$ cat src/rtl/image_tile_rect_generator_assert.svh
// Assertion macros used by the top-level RTL.
`ifndef IMAGE_TILE_RECT_GENERATOR_ASSERT_SVH
`define IMAGE_TILE_RECT_GENERATOR_ASSERT_SVH

// Same-cycle implication, disabled while reset is asserted.
`define ITRG_ASSERT_SAME(label, clk, rst_n, ante, cons) \
    label: assert property (@(posedge clk) disable iff (!(rst_n)) (ante) |-> (cons)) \
        else $error("itrg assertion failed");

// Next-cycle implication, disabled while reset is asserted.
`define ITRG_ASSERT_NEXT(label, clk, rst_n, ante, cons) \
    label: assert property (@(posedge clk) disable iff (!(rst_n)) (ante) |=> (cons)) \
        else $error("itrg assertion failed");

`endif

$ cat src/rtl/itrg_pkg.sv
package itrg_pkg;

    typedef logic [12:0] t_dim;
    typedef logic [11:0] t_off;

    localparam t_dim MAX_DIM = 13'd4096;

    // register indexes (byte address = 4 * index)
    localparam logic [2:0] REG_PATCH_WIDTH  = 3'd0;
    localparam logic [2:0] REG_PATCH_HEIGHT = 3'd1;
    localparam logic [2:0] REG_STRIDE_X     = 3'd2;
    localparam logic [2:0] REG_STRIDE_Y     = 3'd3;
    localparam logic [2:0] REG_TILING_MODE  = 3'd4;

    localparam logic CMD_START = 1'b0;
    localparam logic CMD_NEXT  = 1'b1;

    localparam logic MODE_SIZE_CONST   = 1'b0;
    localparam logic MODE_STRIDE_CONST = 1'b1;

    typedef enum logic [1:0] {
        STATUS_OK         = 2'd0,
        STATUS_BAD_CONFIG = 2'd1,
        STATUS_IDLE       = 2'd2
    } t_status;

    typedef struct packed {
        t_dim patch_width;
        t_dim patch_height;
        t_dim stride_x;
        t_dim stride_y;
        logic tiling_mode;
    } t_cfg;

    typedef struct packed {
        logic command;
        t_dim image_width;
        t_dim image_height;
    } t_item;

    typedef struct packed {
        t_off    tile_x;
        t_off    tile_y;
        t_dim    tile_width;
        t_dim    tile_height;
        logic    last_tile;
        t_status status;
    } t_result;

endpackage

$ cat src/rtl/itrg_cfg_regs.sv
module itrg_cfg_regs (
    input  logic                i_clk,
    input  logic                i_rst_n,
    input  logic                psel,
    input  logic                penable,
    input  logic                pwrite,
    input  logic [4:0]          paddr,
    input  logic [31:0]         pwdata,
    output logic [31:0]         prdata,
    output logic                pready,
    output itrg_pkg::t_cfg      o_cfg
);

    itrg_pkg::t_cfg r_cfg;
    logic           wr_en;
    logic [2:0]     reg_idx;

    assign pready  = 1'b1;
    assign wr_en   = psel & penable & pwrite;
    assign reg_idx = paddr[4:2];
    assign o_cfg   = r_cfg;

    always_ff @(posedge i_clk) begin
        if (!i_rst_n) begin
            r_cfg.patch_width  <= 13'd64;
            r_cfg.patch_height <= 13'd64;
            r_cfg.stride_x     <= 13'd32;
            r_cfg.stride_y     <= 13'd32;
            r_cfg.tiling_mode  <= itrg_pkg::MODE_SIZE_CONST;
        end else if (wr_en) begin
            case (reg_idx)
                itrg_pkg::REG_PATCH_WIDTH:  r_cfg.patch_width  <= pwdata[12:0];
                itrg_pkg::REG_PATCH_HEIGHT: r_cfg.patch_height <= pwdata[12:0];
                itrg_pkg::REG_STRIDE_X:     r_cfg.stride_x     <= pwdata[12:0];
                itrg_pkg::REG_STRIDE_Y:     r_cfg.stride_y     <= pwdata[12:0];
                itrg_pkg::REG_TILING_MODE:  r_cfg.tiling_mode  <= pwdata[0];
                default: ;
            endcase
        end
    end

    always_comb begin
        case (reg_idx)
            itrg_pkg::REG_PATCH_WIDTH:  prdata = {19'd0, r_cfg.patch_width};
            itrg_pkg::REG_PATCH_HEIGHT: prdata = {19'd0, r_cfg.patch_height};
            itrg_pkg::REG_STRIDE_X:     prdata = {19'd0, r_cfg.stride_x};
            itrg_pkg::REG_STRIDE_Y:     prdata = {19'd0, r_cfg.stride_y};
            itrg_pkg::REG_TILING_MODE:  prdata = {31'd0, r_cfg.tiling_mode};
            default:                    prdata = 32'd0;
        endcase
    end

endmodule

$ cat src/rtl/itrg_tile_core.sv
module itrg_tile_core (
    input  logic                i_clk,
    input  logic                i_rst_n,
    input  logic                i_fire,
    input  itrg_pkg::t_item     i_item,
    input  itrg_pkg::t_cfg      i_cfg,
    output itrg_pkg::t_result   o_result
);

    function automatic logic axis_ok(input itrg_pkg::t_dim img, input itrg_pkg::t_dim pat,
                                     input itrg_pkg::t_dim str);
        return (str != 13'd0) && (img >= pat) && (pat >= str) &&
               (img <= itrg_pkg::MAX_DIM) && (pat <= itrg_pkg::MAX_DIM);
    endfunction

    // img >= pat >= str holds wherever the result is used
    function automatic logic axis_last(input itrg_pkg::t_off off, input itrg_pkg::t_dim img,
                                       input itrg_pkg::t_dim pat, input itrg_pkg::t_dim str,
                                       input logic mode);
        if (mode == itrg_pkg::MODE_SIZE_CONST)
            return {1'b0, off} >= (img - pat);
        return {1'b0, off} >= (img - str);
    endfunction

    function automatic itrg_pkg::t_off axis_next(input itrg_pkg::t_off off,
                                                 input itrg_pkg::t_dim img,
                                                 input itrg_pkg::t_dim pat,
                                                 input itrg_pkg::t_dim str,
                                                 input logic mode);
        logic [13:0] sum;
        logic [13:0] lim;
        sum = {2'b00, off} + {1'b0, str};
        lim = {1'b0, img - pat};
        if (mode == itrg_pkg::MODE_SIZE_CONST && sum > lim)
            sum = lim;
        return sum[11:0];
    endfunction

    function automatic itrg_pkg::t_dim axis_size(input itrg_pkg::t_off off,
                                                 input itrg_pkg::t_dim img,
                                                 input itrg_pkg::t_dim pat,
                                                 input logic mode);
        logic [13:0] tile_end;
        logic [13:0] span;
        if (mode == itrg_pkg::MODE_SIZE_CONST)
            return pat;
        if ({1'b0, off} >= img)
            return 13'd0;
        tile_end = {2'b00, off} + {1'b0, pat};
        if (tile_end > {1'b0, img})
            tile_end = {1'b0, img};
        span = tile_end - {2'b00, off};
        return span[12:0];
    endfunction

    itrg_pkg::t_dim r_stored_w, n_stored_w;
    itrg_pkg::t_dim r_stored_h, n_stored_h;
    itrg_pkg::t_off r_cur_x, n_cur_x;
    itrg_pkg::t_off r_cur_y, n_cur_y;
    logic           r_active, n_active;

    itrg_pkg::t_dim img_w, img_h;
    itrg_pkg::t_off ex, ey;
    logic           is_start, cfg_good, emit, cur_last_x, cur_last_y, tile_last;

    always_comb begin
        is_start   = (i_item.command == itrg_pkg::CMD_START);
        img_w      = is_start ? i_item.image_width  : r_stored_w;
        img_h      = is_start ? i_item.image_height : r_stored_h;
        cfg_good   = axis_ok(img_w, i_cfg.patch_width, i_cfg.stride_x) &&
                     axis_ok(img_h, i_cfg.patch_height, i_cfg.stride_y);
        cur_last_x = axis_last(r_cur_x, img_w, i_cfg.patch_width, i_cfg.stride_x,
                               i_cfg.tiling_mode);
        cur_last_y = axis_last(r_cur_y, img_h, i_cfg.patch_height, i_cfg.stride_y,
                               i_cfg.tiling_mode);

        n_stored_w = r_stored_w;
        n_stored_h = r_stored_h;
        n_cur_x    = r_cur_x;
        n_cur_y    = r_cur_y;
        n_active   = r_active;
        emit       = 1'b0;
        ex         = '0;
        ey         = '0;
        o_result   = '0;
        o_result.status = itrg_pkg::STATUS_OK;

        if (is_start) begin
            if (!cfg_good) begin
                o_result.status = itrg_pkg::STATUS_BAD_CONFIG;
                n_active = 1'b0;
            end else begin
                n_stored_w = img_w;
                n_stored_h = img_h;
                emit = 1'b1;
            end
        end else if (!r_active) begin
            o_result.status = itrg_pkg::STATUS_IDLE;
        end else if (!cfg_good) begin
            o_result.status = itrg_pkg::STATUS_BAD_CONFIG;
            n_active = 1'b0;
        end else if (!cur_last_x) begin
            emit = 1'b1;
            ex = axis_next(r_cur_x, img_w, i_cfg.patch_width, i_cfg.stride_x,
                           i_cfg.tiling_mode);
            ey = r_cur_y;
        end else if (!cur_last_y) begin
            emit = 1'b1;
            ey = axis_next(r_cur_y, img_h, i_cfg.patch_height, i_cfg.stride_y,
                           i_cfg.tiling_mode);
        end else begin
            // position already final under the current registers
            o_result.status = itrg_pkg::STATUS_IDLE;
            n_active = 1'b0;
        end

        tile_last = axis_last(ex, img_w, i_cfg.patch_width, i_cfg.stride_x,
                              i_cfg.tiling_mode) &&
                    axis_last(ey, img_h, i_cfg.patch_height, i_cfg.stride_y,
                              i_cfg.tiling_mode);

        if (emit) begin
            n_cur_x = ex;
            n_cur_y = ey;
            n_active = !tile_last;
            o_result.tile_x      = ex;
            o_result.tile_y      = ey;
            o_result.tile_width  = axis_size(ex, img_w, i_cfg.patch_width, i_cfg.tiling_mode);
            o_result.tile_height = axis_size(ey, img_h, i_cfg.patch_height, i_cfg.tiling_mode);
            o_result.last_tile   = tile_last;
        end
    end

    always_ff @(posedge i_clk) begin
        if (!i_rst_n) begin
            r_stored_w <= '0;
            r_stored_h <= '0;
            r_cur_x    <= '0;
            r_cur_y    <= '0;
            r_active   <= 1'b0;
        end else if (i_fire) begin
            r_stored_w <= n_stored_w;
            r_stored_h <= n_stored_h;
            r_cur_x    <= n_cur_x;
            r_cur_y    <= n_cur_y;
            r_active   <= n_active;
        end
    end

endmodule

$ cat src/rtl/image_tile_rect_generator.sv
// Tile rectangle generator: one result per input item.
// Path: an input transfer loads the input register; when the core fires, the result
// register loads the core result (input register, then result register).
// Throughput: one item per cycle; an output stall backs up through both registers.
// Reset (synchronous, i_rst_n low): pipeline empty, no active sequence, stored size
// and offsets zero, registers 64/64/32/32/size-constant.
module image_tile_rect_generator (
    input  logic        i_clk,
    input  logic        i_rst_n,
    // configuration port
    input  logic        psel,
    input  logic        penable,
    input  logic        pwrite,
    input  logic [4:0]  paddr,
    input  logic [31:0] pwdata,
    output logic [31:0] prdata,
    output logic        pready,
    // input channel
    input  logic        i_in_valid,
    output logic        o_in_stall,
    input  logic        i_command,
    input  logic [12:0] i_image_width,
    input  logic [12:0] i_image_height,
    // result channel
    output logic        o_out_valid,
    input  logic        i_out_stall,
    output logic [11:0] o_tile_x,
    output logic [11:0] o_tile_y,
    output logic [12:0] o_tile_width,
    output logic [12:0] o_tile_height,
    output logic        o_last_tile,
    output logic [1:0]  o_status
);

`include "image_tile_rect_generator_assert.svh"

    itrg_pkg::t_cfg    cfg;
    itrg_pkg::t_result core_result;

    // input register stage
    logic            r_in_valid;
    itrg_pkg::t_item r_in_item;

    // result register stage
    logic              r_out_valid;
    itrg_pkg::t_result r_out;

    logic fire;      // item in the input register moves through the core
    logic in_take;   // upstream transfer this cycle

    // assertion helpers
    logic out_status_ok;
    logic out_nok;
    logic out_tile_zero;
    logic out_blocked;

    // The core fires when the input register holds an item and the result register is empty or being drained.
    assign fire       = r_in_valid && (!r_out_valid || !i_out_stall);
    // Input register can take a new item when it is empty or its item moves on.
    assign o_in_stall = r_in_valid && !fire;
    assign in_take    = i_in_valid && !o_in_stall;

    itrg_cfg_regs u_cfg (
        .i_clk   (i_clk),
        .i_rst_n (i_rst_n),
        .psel    (psel),
        .penable (penable),
        .pwrite  (pwrite),
        .paddr   (paddr),
        .pwdata  (pwdata),
        .prdata  (prdata),
        .pready  (pready),
        .o_cfg   (cfg)
    );

    itrg_tile_core u_core (
        .i_clk    (i_clk),
        .i_rst_n  (i_rst_n),
        .i_fire   (fire),
        .i_item   (r_in_item),
        .i_cfg    (cfg),
        .o_result (core_result)
    );

    always_ff @(posedge i_clk) begin
        if (!i_rst_n) begin
            r_in_valid <= 1'b0;
        end else if (in_take) begin
            r_in_valid <= 1'b1;
        end else if (fire) begin
            r_in_valid <= 1'b0;
        end
    end

    // payload: no reset needed
    always_ff @(posedge i_clk) begin
        if (in_take) begin
            r_in_item.command      <= i_command;
            r_in_item.image_width  <= i_image_width;
            r_in_item.image_height <= i_image_height;
        end
    end

    always_ff @(posedge i_clk) begin
        if (!i_rst_n) begin
            r_out_valid <= 1'b0;
        end else if (fire) begin
            r_out_valid <= 1'b1;
        end else if (!i_out_stall) begin
            r_out_valid <= 1'b0;
        end
    end

    always_ff @(posedge i_clk) begin
        if (fire) begin
            r_out <= core_result;
        end
    end

    assign o_out_valid   = r_out_valid;
    assign o_tile_x      = r_out.tile_x;
    assign o_tile_y      = r_out.tile_y;
    assign o_tile_width  = r_out.tile_width;
    assign o_tile_height = r_out.tile_height;
    assign o_last_tile   = r_out.last_tile;
    assign o_status      = r_out.status;

    assign out_status_ok = (o_status == itrg_pkg::STATUS_OK);
    assign out_nok       = o_out_valid && !out_status_ok;
    assign out_tile_zero = (o_tile_x == 12'd0) && (o_tile_y == 12'd0) &&
                           (o_tile_width == 13'd0) && (o_tile_height == 13'd0) &&
                           !o_last_tile;
    assign out_blocked   = o_out_valid && i_out_stall;

    // Error and idle results carry no tile.
    `ITRG_ASSERT_SAME(a_nok_zero_tile, i_clk, i_rst_n, out_nok, out_tile_zero)
    // A last-tile flag only comes with a good status.
    `ITRG_ASSERT_SAME(a_last_is_ok, i_clk, i_rst_n, o_out_valid && o_last_tile, out_status_ok)
    // Every core fire lands in the result register.
    `ITRG_ASSERT_NEXT(a_fire_to_out, i_clk, i_rst_n, fire, o_out_valid)
    // Upstream is only held off by a blocked item in the input register.
    `ITRG_ASSERT_SAME(a_stall_cause, i_clk, i_rst_n, o_in_stall, r_in_valid && out_blocked)

endmodule
$ cat config.mk
export PLATFORM = sky130hd
export DESIGN_NAME = image_tile_rect_generator
export DESIGN_NICKNAME = d
export VERILOG_FILES = /design/src/rtl/itrg_pkg.sv /design/src/rtl/itrg_cfg_regs.sv /design/src/rtl/itrg_tile_core.sv /design/src/rtl/image_tile_rect_generator.sv
export VERILOG_INCLUDE_DIRS = /design/src /design/src/rtl
export SDC_FILE = /design/constraint.sdc
export NUM_CORES = 1
export LEC_CHECK = 0
export BUFFER_PORTS_ARGS = -buffer_cell sky130_fd_sc_hd__clkbuf_2
export CAP_MARGIN = 40
export CORE_MARGIN = 3
export CORE_UTILIZATION = 25
export CTS_BUF_LIST = sky130_fd_sc_hd__clkbuf_4
export DETAILED_ROUTE_END_ITERATION = 12
export GPL_ROUTABILITY_DRIVEN = 0
export PLACE_DENSITY_LB_ADDON = 0.1
export SKIP_CTS_REPAIR_TIMING = 1
export SYNTH_ARGS = -nofsm -noshare
export SYNTH_HDL_FRONTEND = slang
export SYNTH_SLANG_ARGS = --single-unit
export TNS_END_PERCENT = 50
$ cat constraint.sdc
create_clock -name i_clk -period 30.1 [get_ports i_clk]
set_input_delay 4.515 -clock i_clk [delete_from_list [all_inputs] [get_ports i_clk]]
set_output_delay 4.515 -clock i_clk [all_outputs]
set_load 0.005 [all_outputs]
---- Yosys cells after proc, flatten, opt, wreduce, memory -nomap -nowiden ----
Index checks and enable logic that the tools add are counted.
storage, ports and cells
  flip-flop bits (word level) ............. 186
  bits of input ports ..................... 71
  output and inout bits ................... 88
  word-level logic and storage cells ...... 157
operators by class
  add/sub/neg operators ................... 10
  $lt $le $gt $ge ......................... 22
  equality and inequality tests ........... 6
  muxes and demuxes ....................... 61
  bitwise logic cells ..................... 4
  reduce and logical (&&, ||, !) cells .... 33
operators by type and width
  kind                                                    number
  2-to-1 mux 13 bit                                       18
  2-to-1 mux 12 bit                                       11
  >= comparator 12 x 13 -> 1 bit                          10
  one-hot mux 13 bit (5 select lines)                     1
  adder 12 x 13 -> 14 bit                                 4
  greater-than comparator 14 x 13 -> 1 bit                4
  >= comparator 13 bit                                    4
  less-or-equal comparator 13 bit, second input constant  4
  subtractor 13 bit                                       4
  2-to-1 mux 1 bit                                        26
  nonzero test 13 bit                                     2
  subtractor 13 x 12 -> 13 bit                            2
  logical AND 1 bit                                       15
  AND reduction 2 bit                                     7
  2-to-1 mux 2 bit                                        5
  == test 3 x 2 -> 1 bit, second input constant           2
  logical NOT 1 bit                                       5
  == test 3 x 1 -> 1 bit, second input constant           1
  == test 3 bit, second input constant                    1
  logical NOT 3 bit                                       1
  inequality test 3 bit, second input constant            1
  AND reduction 3 bit                                     1
  bitwise AND 1 bit                                       2
  inequality test 2 x 1 -> 1 bit, second input constant   1
  other kinds (3)                                         4

---- Depth between registers and ports, before layout ----
  depth after elaboration ................. 20
  gate-level depth with buffers ........... 57
  gate-level depth less buffers ........... 53

---- Cells and area by module ----
From an unflattened synthesis, not the netlist that was laid out.
unflattened totals
  cells, all modules ...................... 2235
  area total of the unflattened synthesis .. 19067.0 sq um
modules (own cells, without submodules)
  module                     instances  cells each  area an instance (sq um)
  itrg_tile_core             1          1894        13948.4
  itrg_cfg_regs              1          253         2632.5
  image_tile_rect_generator  1          88          2486.1

---- Worst setup path before layout ----
Ideal clock, no wire load.
  kind .................................... reg2reg
  from .................................... register r_in_item[26] in the netlist's numbering
  to ...................................... register r_out, in the netlist o_tile_width[12] (data pin)
  library setup time ...................... 0.264 ns
  arrival ................................. 11.244 ns
  data required time ...................... 29.836 ns
  slack ................................... 18.592 ns
  cell stages (with the launch flop) ...... 55
  period minus slack after synthesis ...... 11.508 ns
  cell sequence ........................... edfxtp_1 -> buf_4 -> buf_2 -> buf_1 -> buf_1 -> mux2i_1 -> inv_1 -> ha_1 -> o211ai_1 -> nand2_1 -> and3_1 -> a221o_1 -> a21o_1 -> a21oi_1 -> xnor2_1 -> inv_1 -> ha_1 -> nand4_1 -> [... 19 more ...] -> or4_1 -> o21ai_0 -> a2bb2oi_1 -> clkbuf_1 -> nand2_1 -> o21ai_0 -> ha_1 -> nor2b_1 -> o21ai_0 -> a21boi_0 -> o21ai_0 -> a21oi_1 -> a211o_1 -> a21o_1 -> a21o_1 -> xor2_1 -> a22oi_1 -> nor2_1
on the way
  word-level cells in the longest chain between the ends .. 19
  elaborated cells on any way between the ends .. 52
ends and longest elaborated chain
  element                                                                                           line                              RTL
  start: declaration                                                                                image_tile_rect_generator.sv:42   itrg_pkg::t_item r_in_item;
  2-to-1 mux 13 bit *                                                                               itrg_tile_core.sv:68              img_w = is_start ? i_item.image_width : r_stored_w;
  net u_core.img_w[4]                                                                               itrg_tile_core.sv:62              itrg_pkg::t_dim img_w, img_h;
  parallel branches: the longest is 6 deep, another holds greater-than comparator 14 x 13 -> 1 bit  -
  2-to-1 mux 12 bit *                                                                               itrg_tile_core.sv:99              end else if (!cfg_good) begin
  2-to-1 mux 12 bit *                                                                               itrg_tile_core.sv:97              end else if (!r_active) begin
  2-to-1 mux 12 bit *                                                                               itrg_tile_core.sv:88              if (is_start) begin
  net u_core.ex[1]                                                                                  itrg_tile_core.sv:63              itrg_pkg::t_off ex, ey;
  adder 12 x 13 -> 14 bit                                                                           itrg_tile_core.sv:49              tile_end = {2'b00, off} + {1'b0, pat};
  greater-than comparator 14 x 13 -> 1 bit                                                          itrg_tile_core.sv:50              if (tile_end > {1'b0, img})
  2-to-1 mux 13 bit                                                                                 itrg_tile_core.sv:50
  2-to-1 mux 13 bit                                                                                 itrg_tile_core.sv:49
  2-to-1 mux 13 bit                                                                                 itrg_tile_core.sv:47              if ({1'b0, off} >= img)
  2-to-1 mux 13 bit                                                                                 itrg_tile_core.sv:122             if (emit) begin
  subtractor 13 x 12 -> 13 bit                                                                      itrg_tile_core.sv:52              span = tile_end - {2'b00, off};
  2-to-1 mux 13 bit *                                                                               itrg_tile_core.sv:49
  2-to-1 mux 13 bit *                                                                               itrg_tile_core.sv:47
  end signal: assignment                                                                            image_tile_rect_generator.sv:116  r_out <= core_result;
  end: declaration                                                                                  image_tile_rect_generator.sv:46   itrg_pkg::t_result r_out;
Mark *: on every way through the listed nets, which the timed path passes. The select of a mux whose other input is x is not followed.
A chain may end at the register's enable or synchronous reset.

---- Worst setup path in the final report ----
  from .................................... register r_in_item[26] in the netlist's numbering
  to ...................................... register r_out, in the netlist o_tile_height[12] (data pin)
on the way
  word-level cells in the longest chain between the ends .. 19
  elaborated cells on any way between the ends .. 53
ends and longest elaborated chain
  element                                                                               line
  2-to-1 mux 13 bit, on equally long branches                                           itrg_tile_core.sv:69, itrg_tile_core.sv:68
  subtractor 13 bit / >= comparator 13 bit (equally long branches)                      itrg_tile_core.sv:21, itrg_tile_core.sv:33, itrg_tile_core.sv:12
  greater-than comparator 14 x 13 -> 1 bit / logical AND 1 bit (equally long branches)  itrg_tile_core.sv:34, itrg_tile_core.sv:12
  logical AND 1 bit, on equally long branches                                           itrg_tile_core.sv:34, itrg_tile_core.sv:12
  2-to-1 mux 12 bit / logical AND 1 bit (equally long branches)                         itrg_tile_core.sv:34, itrg_tile_core.sv:12
  2-to-1 mux 12 bit / logical AND 1 bit (equally long branches)                         itrg_tile_core.sv:107, itrg_tile_core.sv:13
  2-to-1 mux 12 bit / logical AND 1 bit (equally long branches)                         itrg_tile_core.sv:102, itrg_tile_core.sv:70
  2-to-1 mux 12 bit                                                                     itrg_tile_core.sv:99
  [... 2 more ...]                                                                      -
  net u_core.ey[2]                                                                      itrg_tile_core.sv:63
  [... 1 more ...]                                                                      -
  greater-than comparator 14 x 13 -> 1 bit                                              itrg_tile_core.sv:50
  2-to-1 mux 13 bit                                                                     itrg_tile_core.sv:50
  2-to-1 mux 13 bit                                                                     itrg_tile_core.sv:49
  2-to-1 mux 13 bit                                                                     itrg_tile_core.sv:47
  2-to-1 mux 13 bit                                                                     itrg_tile_core.sv:122
  subtractor 13 x 12 -> 13 bit                                                          itrg_tile_core.sv:52
  2-to-1 mux 13 bit *                                                                   itrg_tile_core.sv:49
  2-to-1 mux 13 bit *                                                                   itrg_tile_core.sv:47
The timed path passes the listed nets; every way through them passes the cells marked *. The select of a mux whose other input is x is not followed.

==> impl_metrics.ini <==
[cells_and_area]
instances_no_fill = 3256
final_core_util_pct = 28.53
layout.nets = 2677
drive_above_1_share_pct = 12.25
syn2layout_area_growth_pct = 12.81

[timing]
finalCritPeriodShare_pct = 41.14
hold_violations = 0
slew-limit-headroom_pct = 40.23
fmax_ghz = 0.08075
fin_ws_ns = 17.72
setup_tns_ns = 0
worst_pin_slew_ns = 0.8740
setup_violations = 0
fin_worst_skew_ns = 0.05223
min_period_ns = 12.38
rsz0062_at_grt = no
drv_slew = 0

[pwr]
power_density_nw_per_um2 = 29.04
p_leak_nw = 9.317
finalPower_uw = 606.6
vdd_ir_drop_max_mv = 0.01808

[placement]
placed_cells = 3219
dpl.hpwl_um = 54290
pre_cts_slack_ns = 17.73
port_buffers = 117

[die]
dieArea_sq_um = 77350
die-width_um = 278.1
io_pins = 159
coreArea_sq_um = 73210
start_util_pct = 25.29
die_height_um = 278.1
rows = 99

[global_routing]
grt_pass1_vias = 15813
gr-total-overflow = 0
antenna_found_initial = 9
grt_usage_pct = 17.46
grt_pass1_wl_um = 100700
grt_max_degree = 63

[synth]
syn_avg_cell_area_sq_um = 8.639
synth_cells = 2143
ys.flop_type = dfxtp_1
synth_cell_types = 88
synth_area_sq_um = 18510
synth_seq_cells = 186
ys_warn_count = 0
synth_edf_count = 80
async_reset_ff_share_pct = 0
yosysSeqAreaShare_pct = 24.44

[routing]
drt_iter0_drc = 833
ant_nets = 0
finalWirelength_um = 68020
vias = 15898
via_per_inst = 4.883
drtPass1Iterations = 5
drc_errors = 0
wl_per_cell_um = 20.89

[flow_run]
maxCapViolCount = 0

[cts]
cts_tree = done
clkSlewWorstSetupHoldPaths_ns = 0.16
cts_buffers = 17
cts_root_buf = clkbuf_4
cts_num_sinks = 186
insertion_delay_ns = 0.73
htree_levels = 4
clk_path_buf_depth = 2

[outcome]
status = finished clean

[setup_path]
cpMostUsedCell = o21ai_0
worstPathArrival_ns = 12.86
max_stage_delay_ns = 0.67
path_max_fanout = 35
crit_required_ns = 30.57
rr_startpoint = r_in_item[26]
cp_slowest_cell = o31ai_1
cp-start-kind = flip-flop
endpoint_kind = flip-flop
criticalPathCategory = reg2reg
critPathLaunch = r_in_item[26]

[min_path]
min_from = u_core.r_stored_w[11]
hold_class = reg2reg
[synthesized netlist by cell type (6+ instances only)]
cell type	count	area share (%)
o31ai_1	10	0.41
o21ai_0	111	3.0
xnor2_1	54	2.6
nor2b_1	42	1.4
ha_1	316	21
a211o_1	7	0.33
o211a_1	14	0.76
nand4_1	22	0.74
a22oi_1	21	0.85
clkbuf_1	41	0.83
nand2b_1	42	1.4
a21oi_1	133	3.6
dfxtp_1	106	11
o21bai_1	12	0.49
a21o_1	64	2.6
nor2_1	190	3.9
a211oi_1	48	1.9
nand2_1	160	3.2
o21a_1	20	0.81
mux2i_1	76	4.1
edfxtp_1	80	13
o22ai_1	13	0.44
nor4_1	19	0.64
xor2_1	33	1.6
a31oi_1	13	0.44
buf_1	9	0.18
nand3_1	30	0.81
buf_4	24	0.97
and2_1	8	0.27
fa_1	10	1.1
o211ai_1	18	0.73
o41ai_1	6	0.28
mux2i_2	8	0.59
a21boi_0	16	0.65
and3_1	16	0.54
inv_1	200	4.1
mux4_2	12	1.5
or3_1	7	0.24
o22ai_2	10	0.68
nor3_1	28	0.76
buf_2	9	0.24
[stage by stage]
step,hold slack (ns),cell area (sq um)
after CTS,0.5122,20860
after detailed placement,0.4873,20610
after global placement,0.4669,20480
after floorplan,0.4444,18580
final,0.5082,20890
after global routing,0.5420,20880
[logic make-up (layout without fill, tap and decap cells)]
group / count (synthesis) / count (layout) / share of synthesized area, %
AOI/OAI and AO/OA: 567 / 567 / 20.71
xor gates and xnor gates: 90 / 90 / 4.508
adders and majority gates: 328 / 328 / 22.55
buffers and inverters: 286 / 418 / 6.407
DFF: 186 / 186 / 24.44
muxes: 100 / 100 / 6.468
other: 2 / 24 / 0.04057
and+or+nand+nor: 584 / 584 / 14.88
[worst paths after layout]
path | end | slack [ns] | cells past startpoint
setup reg to reg | o_tile_height[12] | 17.72 | 51
hold reg to reg | u_core.r_stored_w[11] | 0.51 | 2
setup / recovery | o_tile_height[12] | 17.72 | 51
hold / removal | u_core.r_stored_w[11] | 0.51 | 2
[metal layers]
layer	global-route usage, %	wire [um]	vias up
met5	0	44	-
met4	4.901	1687	6
met3	2.785	2387	72
met2	31.38	33750	286
met1	21.53	30150	7515
li1	-	-	8019
[cell usage in the layout (no fill, tap or decap), drive strengths merged, types with 12 or more instances in the layout]
| cell type | netlist | layout |
|---|---|---|
| a211oi | 49 | 49 |
| a21boi | 16 | 16 |
| a21o | 64 | 64 |
| a21oi | 137 | 137 |
| a22oi | 21 | 21 |
| a31oi | 13 | 13 |
| and3 | 16 | 16 |
| buf | 43 | 66 |
| clkbuf | 41 | 137 |
| conb | 2 | 20 |
| dfxtp | 106 | 106 |
| edfxtp | 80 | 80 |
| ha | 316 | 316 |
| inv | 202 | 205 |
| mux2i | 85 | 85 |
| mux4 | 12 | 12 |
| nand2 | 160 | 160 |
| nand2b | 42 | 42 |
| nand3 | 30 | 30 |
| nand4 | 22 | 22 |
| nor2 | 190 | 190 |
| nor2b | 42 | 42 |
| nor3 | 28 | 28 |
| nor4 | 20 | 20 |
| o211a | 14 | 14 |
| o211ai | 18 | 18 |
| o21a | 21 | 21 |
| o21ai | 113 | 113 |
| o21bai | 12 | 12 |
| o22ai | 23 | 23 |
| xnor2 | 55 | 55 |
| xor2 | 33 | 33 |
[cell type report]
class | instances | area, sq um
multi-input combinational | 1689 | 12980
fill | 7875 | 52320
timing repair buffer | 184 | 1165
clock buffer | 20 | 150.1
sequential | 186 | 4524
inverter | 202 | 758.2
tap | 959 | 1200
antenna | 4 | 10.01
clock inverter | 12 | 101.3
[critical path, delay by kind of cell (launching register included)]
kind / cells / cell delay (ns)
adders and majority gates: 6 / 1.76
and+or+nand+nor: 11 / 1.68
DFF: 1 / 0.36
xor gates and xnor gates: 3 / 0.58
buffers and inverters: 7 / 1.90
muxes: 2 / 0.88
AOI/OAI and AO/OA: 22 / 4.98
[sequential cells by signal, indices dropped and copies added, names as in the netlist, 2 cells and up]
name               cells
o_tile_y              12
u_core.r_cur_y        12
r_in_item             27
u_core.r_cur_x        12
o_status               2
u_cfg.o_cfg           53
u_core.r_stored_w     13
u_core.r_stored_h     13
o_tile_x              12
o_tile_width          13
o_tile_height         13
[where the power goes]
part           internal, mW  switching [mW]
Sequential            0.270         0.00541
Combinational        0.0733           0.112
Clock                0.0435           0.103
Total                 0.387           0.220
Note: power is estimated with default switching activity, not from simulation.
